$ cat src/design/rge_pkg.sv
// shared types, constants and helpers for the rectangular geofence block
// no dependencies
package rge_pkg;

  localparam int ZONE_REGS          = 3;
  localparam int NUM_ZONES_DEFAULT  = 3;
  localparam int BOUND_W            = 64;
  localparam int CFG_INDEX_W        = 3;
  localparam int QUEUE_DEPTH        = 2;

  localparam logic KIND_ENTER = 1'b0;
  localparam logic KIND_EXIT  = 1'b1;

  localparam logic [BOUND_W-1:0] BOUNDS_RESET [2*ZONE_REGS] = '{
    64'd2491510524694632704, 64'd2405611178754632704,
    64'd2492369518154032704, 64'd2406470172214032704,
    64'd2493228511613432704, 64'd2407329165673432704
  };

  typedef struct packed {
    logic [ZONE_REGS-1:0] ev_mask;
    logic [ZONE_REGS-1:0] cur_mask;
    logic [31:0]          ts;
    logic signed [30:0]   lat;
    logic signed [31:0]   lon;
    logic [15:0]          speed;
    logic                 known;
    logic [ZONE_REGS-1:0] zone_bits;
    logic [31:0]          revision;
  } rge_job_t;

  function automatic logic in_box(input logic [BOUND_W-1:0] b, input logic signed [31:0] v);
    logic signed [31:0] lo;
    logic signed [31:0] hi;
    lo = $signed(b[31:0]);
    hi = $signed(b[63:32]);
    return (v >= lo) && (v <= hi);
  endfunction

endpackage

$ cat src/design/rge_queue.sv
// short job queue between the classifier and the result sequencer
// depends on rge_pkg
module rge_queue
  import rge_pkg::*;
(
  input  logic     clk,
  input  logic     rst,
  input  logic     push,
  input  rge_job_t push_job,
  output logic     full,
  input  logic     pop,
  output logic     not_empty,
  output rge_job_t head
);

  localparam int PTR_W = (QUEUE_DEPTH > 1) ? $clog2(QUEUE_DEPTH) : 1;
  localparam int CNT_W = $clog2(QUEUE_DEPTH + 1);

  rge_job_t          slots [QUEUE_DEPTH];
  logic [PTR_W-1:0]  wr_ptr;
  logic [PTR_W-1:0]  rd_ptr;
  logic [CNT_W-1:0]  count;

  assign full      = (count == CNT_W'(QUEUE_DEPTH));
  assign not_empty = (count != '0);
  assign head      = slots[rd_ptr];

  always_ff @(posedge clk) begin
    if (rst) begin
      wr_ptr <= '0;
      rd_ptr <= '0;
      count  <= '0;
    end else begin
      if (push) begin
        wr_ptr <= (wr_ptr == PTR_W'(QUEUE_DEPTH - 1)) ? '0 : wr_ptr + 1'b1;
      end
      if (pop) begin
        rd_ptr <= (rd_ptr == PTR_W'(QUEUE_DEPTH - 1)) ? '0 : rd_ptr + 1'b1;
      end
      if (push && !pop) begin
        count <= count + 1'b1;
      end else if (pop && !push) begin
        count <= count - 1'b1;
      end
    end
  end

  always_ff @(posedge clk) begin
    if (push) begin
      slots[wr_ptr] <= push_job;
    end
  end

endmodule

$ cat src/design/rge_front.sv
// front end: zone bounds, item classification and geofence state update
// depends on rge_pkg
module rge_front
  import rge_pkg::*;
#(
  parameter int NUM_ZONES = NUM_ZONES_DEFAULT
) (
  input  logic                   clk,
  input  logic                   rst,
  input  logic                   cfg_write,
  input  logic [CFG_INDEX_W-1:0] cfg_index,
  input  logic [BOUND_W-1:0]     cfg_data,
  input  logic                   in_valid,
  output logic                   in_ready,
  input  logic [31:0]            tick_time_ms,
  input  logic signed [30:0]     latitude,
  input  logic signed [31:0]     longitude,
  input  logic [15:0]            ground_speed,
  input  logic                   fix_good,
  input  logic [31:0]            fix_revision,
  input  logic                   enabled,
  input  logic                   queue_full,
  output logic                   push,
  output rge_job_t               push_job
);

  localparam int ACTIVE     = (NUM_ZONES < ZONE_REGS) ? NUM_ZONES : ZONE_REGS;
  localparam int BOUND_REGS = 2 * ACTIVE;
  localparam int IDX_W      = $clog2(BOUND_REGS);

  logic [BOUND_W-1:0]   bounds [BOUND_REGS];
  logic [ZONE_REGS-1:0] inside_bits, inside_bits_next;
  logic                 position_flag, position_flag_next;
  logic [31:0]          change_count, change_count_next;
  logic [31:0]          seen_fix_revision, seen_fix_revision_next;
  logic                 fix_seen_flag, fix_seen_flag_next;
  logic                 baseline_flag, baseline_flag_next;
  logic                 enable_seen_flag;
  logic                 enable_last;

  logic signed [31:0]   lat_ext;
  logic [ZONE_REGS-1:0] cur;
  logic [ZONE_REGS-1:0] ev_mask;
  logic                 en_changed;
  logic                 repeat_fix;

  assign in_ready = !queue_full;
  assign push     = in_valid && in_ready;
  assign lat_ext  = {latitude[30], latitude};

  for (genvar z = 0; z < ZONE_REGS; z++) begin : g_zone
    if (z < ACTIVE) begin : g_on
      assign cur[z] = in_box(bounds[2*z], lat_ext) && in_box(bounds[2*z+1], longitude);
    end else begin : g_off
      assign cur[z] = 1'b0;
    end
  end

  always_comb begin
    inside_bits_next       = inside_bits;
    position_flag_next     = position_flag;
    change_count_next      = change_count;
    seen_fix_revision_next = seen_fix_revision;
    fix_seen_flag_next     = fix_seen_flag;
    baseline_flag_next     = baseline_flag;
    ev_mask                = '0;
    en_changed = !enable_seen_flag || (enabled != enable_last);
    repeat_fix = !en_changed && fix_seen_flag && (fix_revision == seen_fix_revision);
    if (!enabled) begin
      baseline_flag_next = 1'b0;
      if (position_flag) begin
        position_flag_next = 1'b0;
        change_count_next  = change_count + 1'b1;
      end
    end else if (!repeat_fix) begin
      fix_seen_flag_next     = 1'b1;
      seen_fix_revision_next = fix_revision;
      if (!fix_good) begin
        baseline_flag_next = 1'b0;
        if (position_flag) begin
          position_flag_next = 1'b0;
          change_count_next  = change_count + 1'b1;
        end
      end else begin
        if (baseline_flag) begin
          ev_mask = inside_bits ^ cur;
        end
        baseline_flag_next = 1'b1;
        position_flag_next = 1'b1;
        inside_bits_next   = cur;
        if (!position_flag || (inside_bits != cur)) begin
          change_count_next = change_count + 1'b1;
        end
      end
    end
  end

  always_comb begin
    push_job.ev_mask   = ev_mask;
    push_job.cur_mask  = cur;
    push_job.ts        = tick_time_ms;
    push_job.lat       = latitude;
    push_job.lon       = longitude;
    push_job.speed     = ground_speed;
    push_job.known     = position_flag_next;
    push_job.zone_bits = inside_bits_next;
    push_job.revision  = change_count_next;
  end

  always_ff @(posedge clk) begin
    if (rst) begin
      for (int i = 0; i < BOUND_REGS; i++) begin
        bounds[i] <= BOUNDS_RESET[i];
      end
    end else if (cfg_write && (cfg_index < CFG_INDEX_W'(BOUND_REGS))) begin
      bounds[cfg_index[IDX_W-1:0]] <= cfg_data;
    end
  end

  always_ff @(posedge clk) begin
    if (rst) begin
      inside_bits       <= '0;
      position_flag     <= 1'b0;
      change_count      <= '0;
      seen_fix_revision <= '0;
      fix_seen_flag     <= 1'b0;
      baseline_flag     <= 1'b0;
      enable_seen_flag  <= 1'b0;
      enable_last       <= 1'b0;
    end else if (push) begin
      inside_bits       <= inside_bits_next;
      position_flag     <= position_flag_next;
      change_count      <= change_count_next;
      seen_fix_revision <= seen_fix_revision_next;
      fix_seen_flag     <= fix_seen_flag_next;
      baseline_flag     <= baseline_flag_next;
      enable_seen_flag  <= 1'b1;
      enable_last       <= enabled;
    end
  end

endmodule

$ cat src/design/rge_back.sv
// back end: walks one job's zone events in order, then its status item
// depends on rge_pkg
module rge_back
  import rge_pkg::*;
(
  input  logic               clk,
  input  logic               rst,
  input  logic               q_not_empty,
  input  rge_job_t           q_head,
  output logic               pop,
  output logic               out_valid,
  input  logic               out_ready,
  output logic               is_event,
  output logic               event_kind,
  output logic [1:0]         zone_number,
  output logic [31:0]        event_time_ms,
  output logic signed [30:0] event_latitude,
  output logic signed [31:0] event_longitude,
  output logic [15:0]        event_speed,
  output logic               position_known,
  output logic [2:0]         inside_zones,
  output logic [31:0]        status_revision,
  output logic               last
);

  rge_job_t             job;
  logic                 busy;
  logic [ZONE_REGS-1:0] rem, rem_next;
  logic                 out_load;
  logic                 emit_status;
  logic [1:0]           zone_sel;

  assign out_load    = !out_valid || out_ready;
  assign emit_status = busy && out_load && (rem == '0);
  assign pop         = q_not_empty && (!busy || emit_status);

  always_comb begin
    zone_sel = '0;
    rem_next = rem;
    for (int z = ZONE_REGS - 1; z >= 0; z--) begin
      if (rem[z]) begin
        zone_sel = 2'(z);
      end
    end
    rem_next[zone_sel] = 1'b0;
  end

  always_ff @(posedge clk) begin
    if (rst) begin
      busy      <= 1'b0;
      out_valid <= 1'b0;
    end else begin
      if (pop) begin
        busy <= 1'b1;
      end else if (emit_status) begin
        busy <= 1'b0;
      end
      if (out_load) begin
        out_valid <= busy;
      end
    end
  end

  always_ff @(posedge clk) begin
    if (pop) begin
      job <= q_head;
      rem <= q_head.ev_mask;
    end else if (busy && out_load && (rem != '0)) begin
      rem <= rem_next;
    end
    if (busy && out_load) begin
      if (rem != '0) begin
        is_event        <= 1'b1;
        event_kind      <= job.cur_mask[zone_sel] ? KIND_ENTER : KIND_EXIT;
        zone_number     <= zone_sel + 2'd1;
        event_time_ms   <= job.ts;
        event_latitude  <= job.lat;
        event_longitude <= job.lon;
        event_speed     <= job.speed;
        position_known  <= 1'b0;
        inside_zones    <= '0;
        status_revision <= '0;
        last            <= 1'b0;
      end else begin
        is_event        <= 1'b0;
        event_kind      <= KIND_ENTER;
        zone_number     <= '0;
        event_time_ms   <= '0;
        event_latitude  <= '0;
        event_longitude <= '0;
        event_speed     <= '0;
        position_known  <= job.known;
        inside_zones    <= 3'(job.zone_bits);
        status_revision <= job.revision;
        last            <= 1'b1;
      end
    end
  end

endmodule

$ cat src/design/rectangular_geofence_events.sv
// rectangular geofence enter/exit detector, top level
// each item yields one result per zone event, then one status result
// throughput: one result per cycle while out_ready does not stall the output
// an item is accepted every cycle while the two-entry job queue has room
// reset: synchronous, clears all geofence state and loads the default zone bounds
// depends on rge_pkg, rge_front, rge_queue, rge_back
module rectangular_geofence_events
  import rge_pkg::*;
#(
  parameter int NUM_ZONES = NUM_ZONES_DEFAULT
) (
  input  logic                   clk,
  input  logic                   rst,
  input  logic                   cfg_write,
  input  logic [CFG_INDEX_W-1:0] cfg_index,
  input  logic [BOUND_W-1:0]     cfg_data,
  input  logic                   in_valid,
  output logic                   in_ready,
  input  logic [31:0]            tick_time_ms,
  input  logic signed [30:0]     latitude,
  input  logic signed [31:0]     longitude,
  input  logic [15:0]            ground_speed,
  input  logic                   fix_good,
  input  logic [31:0]            fix_revision,
  input  logic                   enabled,
  output logic                   out_valid,
  input  logic                   out_ready,
  output logic                   is_event,
  output logic                   event_kind,
  output logic [1:0]             zone_number,
  output logic [31:0]            event_time_ms,
  output logic signed [30:0]     event_latitude,
  output logic signed [31:0]     event_longitude,
  output logic [15:0]            event_speed,
  output logic                   position_known,
  output logic [2:0]             inside_zones,
  output logic [31:0]            status_revision,
  output logic                   last
);

  logic     push;
  logic     pop;
  logic     q_full;
  logic     q_not_empty;
  rge_job_t push_job;
  rge_job_t q_head;

  rge_front #(
    .NUM_ZONES(NUM_ZONES)
  ) u_front (
    .clk         (clk),
    .rst         (rst),
    .cfg_write   (cfg_write),
    .cfg_index   (cfg_index),
    .cfg_data    (cfg_data),
    .in_valid    (in_valid),
    .in_ready    (in_ready),
    .tick_time_ms(tick_time_ms),
    .latitude    (latitude),
    .longitude   (longitude),
    .ground_speed(ground_speed),
    .fix_good    (fix_good),
    .fix_revision(fix_revision),
    .enabled     (enabled),
    .queue_full  (q_full),
    .push        (push),
    .push_job    (push_job)
  );

  rge_queue u_queue (
    .clk      (clk),
    .rst      (rst),
    .push     (push),
    .push_job (push_job),
    .full     (q_full),
    .pop      (pop),
    .not_empty(q_not_empty),
    .head     (q_head)
  );

  rge_back u_back (
    .clk            (clk),
    .rst            (rst),
    .q_not_empty    (q_not_empty),
    .q_head         (q_head),
    .pop            (pop),
    .out_valid      (out_valid),
    .out_ready      (out_ready),
    .is_event       (is_event),
    .event_kind     (event_kind),
    .zone_number    (zone_number),
    .event_time_ms  (event_time_ms),
    .event_latitude (event_latitude),
    .event_longitude(event_longitude),
    .event_speed    (event_speed),
    .position_known (position_known),
    .inside_zones   (inside_zones),
    .status_revision(status_revision),
    .last           (last)
  );

endmodule

$ cat config.mk
export PLATFORM = sky130hd
export DESIGN_NAME = rectangular_geofence_events
export DESIGN_NICKNAME = d
export VERILOG_FILES = /design/src/design/rge_pkg.sv /design/src/design/rge_queue.sv /design/src/design/rge_front.sv /design/src/design/rge_back.sv /design/src/design/rectangular_geofence_events.sv
export SDC_FILE = /design/constraint.sdc
export NUM_CORES = 2
export LEC_CHECK = 0
export BUFFER_PORTS_ARGS = -buffer_cell sky130_fd_sc_hd__buf_2
export CAP_MARGIN = 20
export CORE_MARGIN = 10
export CORE_UTILIZATION = 40
export CTS_CLUSTER_DIAMETER = 120
export CTS_CLUSTER_SIZE = 24
export DETAILED_ROUTE_END_ITERATION = 6
export GPL_TIMING_DRIVEN = 0
export PLACE_DENSITY_LB_ADDON = 0.2
export SETUP_SLACK_MARGIN = 0.1
export SLEW_MARGIN = 20
export SYNTH_ARGS = -nofsm -noshare
export SYNTH_HDL_FRONTEND = slang
export SYNTH_HIERARCHICAL = 1
export SYNTH_SLANG_ARGS = --single-unit
$ cat constraint.sdc
create_clock -name clk -period 24.6 [get_ports clk]
set_input_delay 2.46 -clock clk [delete_from_list [all_inputs] [get_ports clk]]
set_output_delay 2.46 -clock clk [all_outputs]
set_load 0.02 [all_outputs]
==> Word level (Yosys, flattened, before mapping) <==
Memories as Yosys holds them, arrays and structs flattened. A register that Yosys moved wholly into a read port is not among the register bits.
Cells that the tools add are included.
{ "word_totals": {"register_bits": 383, "mem_bits_rw": 690, "out_inout_bits": 154, "mem_count": 2} }
{ "op_classes": {"add_sub_neg": 6, "magnitude_cmp": 15, "n_eq_ne": 5, "n_mux": 47, "bitwise": 4, "reduce_logical": 41} }
{ "memory_table": {"columns": ["name", "depth", "width", "rd", "rd_clocked_by_memory_dff", "write_ports", "line_no", "rtl"], "rows": [
  ["u_front.bounds", 6, 64, 6, 0, 6, "rge_front.sv:31", "logic [BOUND_W-1:0] bounds [BOUND_REGS];"],
  ["u_queue.slots", 2, 153, 1, 1, 1, "rge_queue.sv:19", "rge_job_t slots [QUEUE_DEPTH];"]
]} }
{ "ops": {"columns": ["operator", "count"], "rows": [
  ["two-way mux 32 bit", 5],
  [">= comparator 31 x 32 -> 1 bit", 3],
  [">= comparator 32 bit", 3],
  ["<= comparator 31 x 32 -> 1 bit", 3],
  ["<= comparator 32 bit", 3],
  ["two-way mux 64 bit", 1],
  ["OR reduction 64 bit", 1],
  ["adder 32 x 1 -> 32 bit (second input constant)", 1],
  ["equality test 32 bit", 1],
  ["two-way mux 3 bit", 10],
  ["two-way mux 1 bit", 24],
  ["logical AND 1 bit", 20],
  ["two-way mux 2 bit", 5],
  ["zero test 1 bit", 8],
  ["nonzero test 2 bit", 4],
  ["adder 2 x 1 -> 2 bit (second input constant)", 2],
  ["logical OR 1 bit", 4],
  ["bitwise AND 3 bit", 1],
  ["zero test 3 bit", 1],
  ["less-than comparator 2 x 3 -> 1 bit (second input constant)", 1],
  ["less-than comparator 3 bit (second input constant)", 1],
  ["!= test 3 bit", 1],
  ["NOT 3 bit", 1],
  ["AND reduction 3 bit", 1],
  ["12 further kinds", 13]
]} }

==> Longest topological paths before layout <==
{ "logic_depth": {"depth_word": 11, "depth_mapped": 15, "mapped_depth_nobuf": 14} }

==> Cells and area by module <==
Netlist, hierarchy kept.
{ "modules_own_cells": {"columns": ["mod", "n_inst", "cells_each", "area_per_inst_um2", "seq_area_each_um2"], "rows": [
  ["rge_front", 1, 3105, 29480.8, 12972.4],
  ["rge_queue", 1, 498, 11523.6, 9288.9],
  ["rge_back", 1, 498, 10425.0, 9198.8]
]} }

==> Worst setup path after synthesis <==
Ideal clock, no wire load.
{ "synth_path": {"kind": "input-to-reg", "startpoint": "input port in_valid", "endpoint": "memory u_queue/slots[0][0] (netlist name) (enable)", "setup_time_ps": 686, "arrival_ps": 10203, "required_time_ps": 23914, "path_slack_ps": 13711, "stages": 6, "cell_sequence": "nand2_1 inv_1 clkbuf_1 buf_2 buf_1 nor2b_1"} }
{ "synth_between": {"elab_chain_len": 3} }
{ "synth_rtl": {"columns": ["element", "line_no", "rtl"], "rows": [
  ["from (decl)", "rectangular_geofence_events.sv:17", "input logic in_valid,"],
  ["logical AND 1 bit", "rge_front.sv:48", "assign push = in_valid && in_ready;"],
  ["net push", "rectangular_geofence_events.sv:41", "logic push;"],
  ["two-way mux 1 bit", "rge_queue.sv:49", "if (push) begin"],
  ["two-way mux 1 bit (implied by the code)", "rge_queue.sv:50", "slots[wr_ptr] <= push_job;"],
  ["to (decl)", "rge_queue.sv:19", null]
]} }
The timed path passes the listed nets, and every way through them passes these cells.

==> tab_implementation.tex <==
\begin{tabular}{lr}
\hline
Metric & Value \\
\hline
\multicolumn{2}{l}{\textbf{Run status}} \\
Status & finished clean \\
\multicolumn{2}{l}{\textbf{Clock tree}} \\
H-tree lvl count & 2 \\
Total clock sinks & about 1100 \\
Resized Gates After CTS & 0 \\
Clock latency on the worst-skew pair & 0.71 ns \\
Reg clk slew, reported paths & approximately 0.090 ns \\
Number of CTS-inserted buffers & 50 \\
CTS Buffer Depth & 3 \\
CTS tree & done \\
Number of buffers inserted to repair setup after CTS & 0 \\
Root buffer selected by CTS & clkbuf\_16 \\
Hold-fix buffer count after cts & 0 \\
\multicolumn{2}{l}{\textbf{Critical path}} \\
Crit Reg-Reg Startpoint & u\_front/bounds[4][63] \\
Critical-path maximum fanout & 13 \\
R2r endpoint & u\_queue/slots[0][20] \\
Critical Path AT & 7.96 ns \\
Required @ worst endpoint & 25.04 ns \\
Kind of critical path & in -> reg \\
Flop2flop setup slack & 18.93 ns \\
Worst setup SP type & primary input \\
Endpoint type of the worst setup path & register \\
Worst reg2reg path depth & 14 \\
\multicolumn{2}{l}{\textbf{Final layout}} \\
Final instance count without filler cells & 6197 \\
Share of layout cells above drive strength 1 & 0.167 \\
Area Growth Syn to Fin & 11.2\% \\
Share of the core filled with cells & 0.448 \\
Area of combinational cells with multiple inputs & 16700 µm² \\
Net total in the final layout & 5105 \\
Area of all placed cells without fillers & 57200 µm² \\
Fill cell count & 11800 \\
Sequential Area & approximately 31000 µm² \\
\multicolumn{2}{l}{\textbf{Synthesis}} \\
Complex-gate fraction of the synthesized area & 0.0623 \\
Net count after synthesis & 4705 \\
Simple-gate share of the synthesized area & 0.112 \\
Proportion of synthesized area in mux cells & 0.0420 \\
Mean cell area of the mapped netlist & 12.5 µm² \\
XOR/XNOR share of the synthesized area & 0.0139 \\
Flip-flop and latch count after synthesis & 1074 \\
Dominant combinational cell family by area after synthesis & simple AND/OR/NAND/NOR gates \\
Post-synthesis instance total & 4101 \\
Async S/R FF share, synth & 0 \\
Most frequently used flop master after synthesis & edfxtp\_1 \\
Number of flops mapped to enable cells by yosys & 995 \\
Area of the mapped netlist & 51400 µm² \\
Sequential-to-total area share from yosys stat & 0.612 \\
Synth warn & 6 \\
Cell variety after synth & 82 \\
Share of synthesized cell area in full adder, half adder and majority cells & 0.0942 \\
\multicolumn{2}{l}{\textbf{STA}} \\
Final critical-path share of the clock period & 0.306 \\
Final number of max-transition violations & 0 \\
Final hold vios & 0 \\
Number of failing setup endpoints in the final timing report & 0 \\
Setup TNS & 0 ns \\
Slew at the pin closest to its max-slew limit & about 1.1 ns \\
Fmax & 133 MHz \\
Relative max-transition margin & 0.266 \\
Post-route clock skew & 0.0514 ns \\
Min cycle time layout & 7.52 ns \\
Setup repair after global routing missed its margin & false \\
\multicolumn{2}{l}{\textbf{Floorplanning}} \\
Initial Utilization & 0.403 \\
Area enclosed by the die boundary & approximately 140000 µm² \\
Top-Level Pins & 371 \\
Die Y & $\sim$380 µm \\
Num rows & 131 \\
Width of the chip & 379 µm \\
Placeable core region & 128000 µm² \\
\multicolumn{2}{l}{\textbf{GRT}} \\
Global Route Usage Sum & 0.192 \\
Number of antenna violations at the first check in global routing & 30 \\
GRT overflow & 0 \\
Largest net degree at the start of global routing & 53 \\
Wire length of the first global-routing pass & a little over 200000 µm \\
Via count of the first global-routing pass & 31100 \\
\multicolumn{2}{l}{\textbf{Pwr}} \\
Power Dens Cells & 84.6 nW/µm² \\
Leakage power figure & 22.8 nW \\
Max IR drop VDD & 0.0653 mV \\
\multicolumn{2}{l}{\textbf{Place}} \\
Cell count after placement & slightly above 6000 \\
Detailed-placement wirelength estimate & 106000 µm \\
Port Buf Inserts & 321 \\
Standard cell area after detailed placement & about 56000 µm² \\
Global placer's final weighted congestion & about 0.9 \\
\multicolumn{2}{l}{\textbf{Detailed routing}} \\
Average routed wire per standard cell & between 20 and 25 µm \\
Initial detailed-routing violation count & 2537 \\
\# DRC & 0 \\
Antenna Violating Nets Remaining & 0 \\
Total routed wirelength & about 140000 µm \\
Drt pass-1 iters & 6 \\
Total number of vias & 32100 \\
Vias per cell & about 5.2 \\
\multicolumn{2}{l}{\textbf{Worst hold path}} \\
Worst Hold Path EP & u\_front/seen\_fix\_revision[18] \\
Hold Path Cell Cnt & 2 \\
Min-delay worst type & reg -> reg \\
Launch instance of the worst min-delay path & u\_front/seen\_fix\_revision[18] \\
\multicolumn{2}{l}{\textbf{Flow run}} \\
Number of max-cap violations & 0 \\
\hline
\end{tabular}
-- through the flow --
stage          hold WS [ns]  setup slack [ns]  total power [mW]
6_report              0.470             17.08              4.84
5_1_grt               0.489             17.01              5.10
4_1_cts               0.471             17.09              4.92
3_5_place_dp          0.458             16.32              3.95
3_3_place_gp          0.453              7.01              3.99
2_1_floorplan         0.440             13.71              3.48
-- cells in the mapped netlist, types with 40 or more instances --
cell / count / area, µm²
nand2_1: 373 / 1400
mux2_4: 72 / 1080
buf_4: 113 / 848
and2_1: 192 / 1200
clkbuf_1: 78 / 293
nand3_1: 57 / 285
a21o_1: 43 / 323
nand2b_1: 40 / 250
mux2_2: 87 / 980
ha_1: 387 / 4840
xnor2_1: 53 / 464
nand4_1: 94 / 588
inv_1: 475 / 1780
o21ai_0: 84 / 420
a21oi_1: 219 / 1100
edfxtp_1: 995 / 29900
dfxtp_1: 79 / 1580
nor2_1: 258 / 968
-- cell type report --
type,instances,area share
timing repair buffer,348,0.0384
antenna,10,0.000437
sequential,1074,0.550
buffer,243,0.0266
tap,1662,0.0364
clock buffer,73,0.0238
multi-input combinational,2308,0.293
inverter,476,0.0312
clock inverter,3,0.000634
-- power breakdown --
part	switching (mW)	total [mW]	internal, mW
clock	0.573	0.961	0.387
combinational	0.815	1.31	0.493
sequential	0.0914	2.57	2.48
total	1.48	4.84	3.36
-- placed cells by master (no fill, tap or decap), drive strengths merged, types with 11 or more instances in the layout --
cell type / Yosys / final
edfxtp: 995 / 995
buf: 163 / 511
inv: 476 / 478
ha: 387 / 387
nand2: 373 / 373
nor2: 258 / 258
a21oi: 221 / 221
and2: 192 / 192
mux2: 159 / 159
clkbuf: 80 / 153
nand4: 95 / 95
o21ai: 91 / 91
dfxtp: 79 / 79
nand3: 59 / 59
xnor2: 54 / 54
a21o: 43 / 43
nand2b: 40 / 40
nor4: 37 / 37
nor3: 32 / 32
nor2b: 28 / 28
o211ai: 27 / 27
xor2: 27 / 27
and3: 19 / 19
and4: 12 / 12
a211oi: 12 / 12
a221oi: 11 / 11
a221o: 11 / 11
-- registers in the layout, summed over array words and instances, names as in the netlist, 31 cells and up, named ones only --
| name | count |
|---|---|
| u_back/event_longitude | 32 |
| u_front/seen_fix_revision | 32 |
| u_back/status_revision | 32 |
| u_front/bounds | 384 |
| u_back/event_latitude | 31 |
| u_front/change_count | 32 |
| u_queue/slots | 306 |
| u_back/job | 150 |
| u_back/event_time_ms | 32 |
-- cells by family (layout without fill, tap and decap cells) --
logic type / after synthesis / in the layout
XOR/XNOR: 81 / 81
adder cells (fa/ha/maj): 387 / 387
other: 0 / 10
AND/OR/NAND/NOR: 1167 / 1167
multiplexers: 169 / 169
AO/OA/AOI/OAI: 504 / 504
buffers and inverters: 719 / 1143
flip-flops: 1074 / 1074
-- critical path, cell delays in order --
cell and delay (ns):
buf_2 0.47, ha_1 0.39, nand4_1 0.26, nor4_2 0.76, o31ai_1 0.30, o2111ai_1 0.25, mux2i_1 0.25, nor4_2 0.81
xnor2_1 0.37, a41o_4 0.41, o21ai_4 0.46, buf_6 0.23, nand2_1 0.08, xnor2_1 0.41
-- routing by layer --
metal | part of all wire | vias up | global-route usage
met5 | 0.00076 | - | 0
met4 | 0.021 | 20 | 0.0411
met1 | 0.43 | 15800 | 0.255
li1 | - | 15200 | -
met2 | 0.48 | 917 | 0.329
met3 | 0.066 | 169 | 0.0333
-- worst max-delay path by stage --
stage	startpoint	end	cells past startpoint	slack, ns
global placement	in_valid	u_queue/slots[0][62]	7	7.01
detailed placement	latitude[30]	u_queue/slots[0][20]	14	16.32
finish	latitude[30]	u_queue/slots[0][20]	14	17.08
floorplan	in_valid	u_queue/slots[0][0]	6	13.71
CTS	latitude[30]	u_queue/slots[0][20]	14	17.09
global route	latitude[30]	u_queue/slots[0][20]	14	17.01
Power figures use the tool's default switching activity.
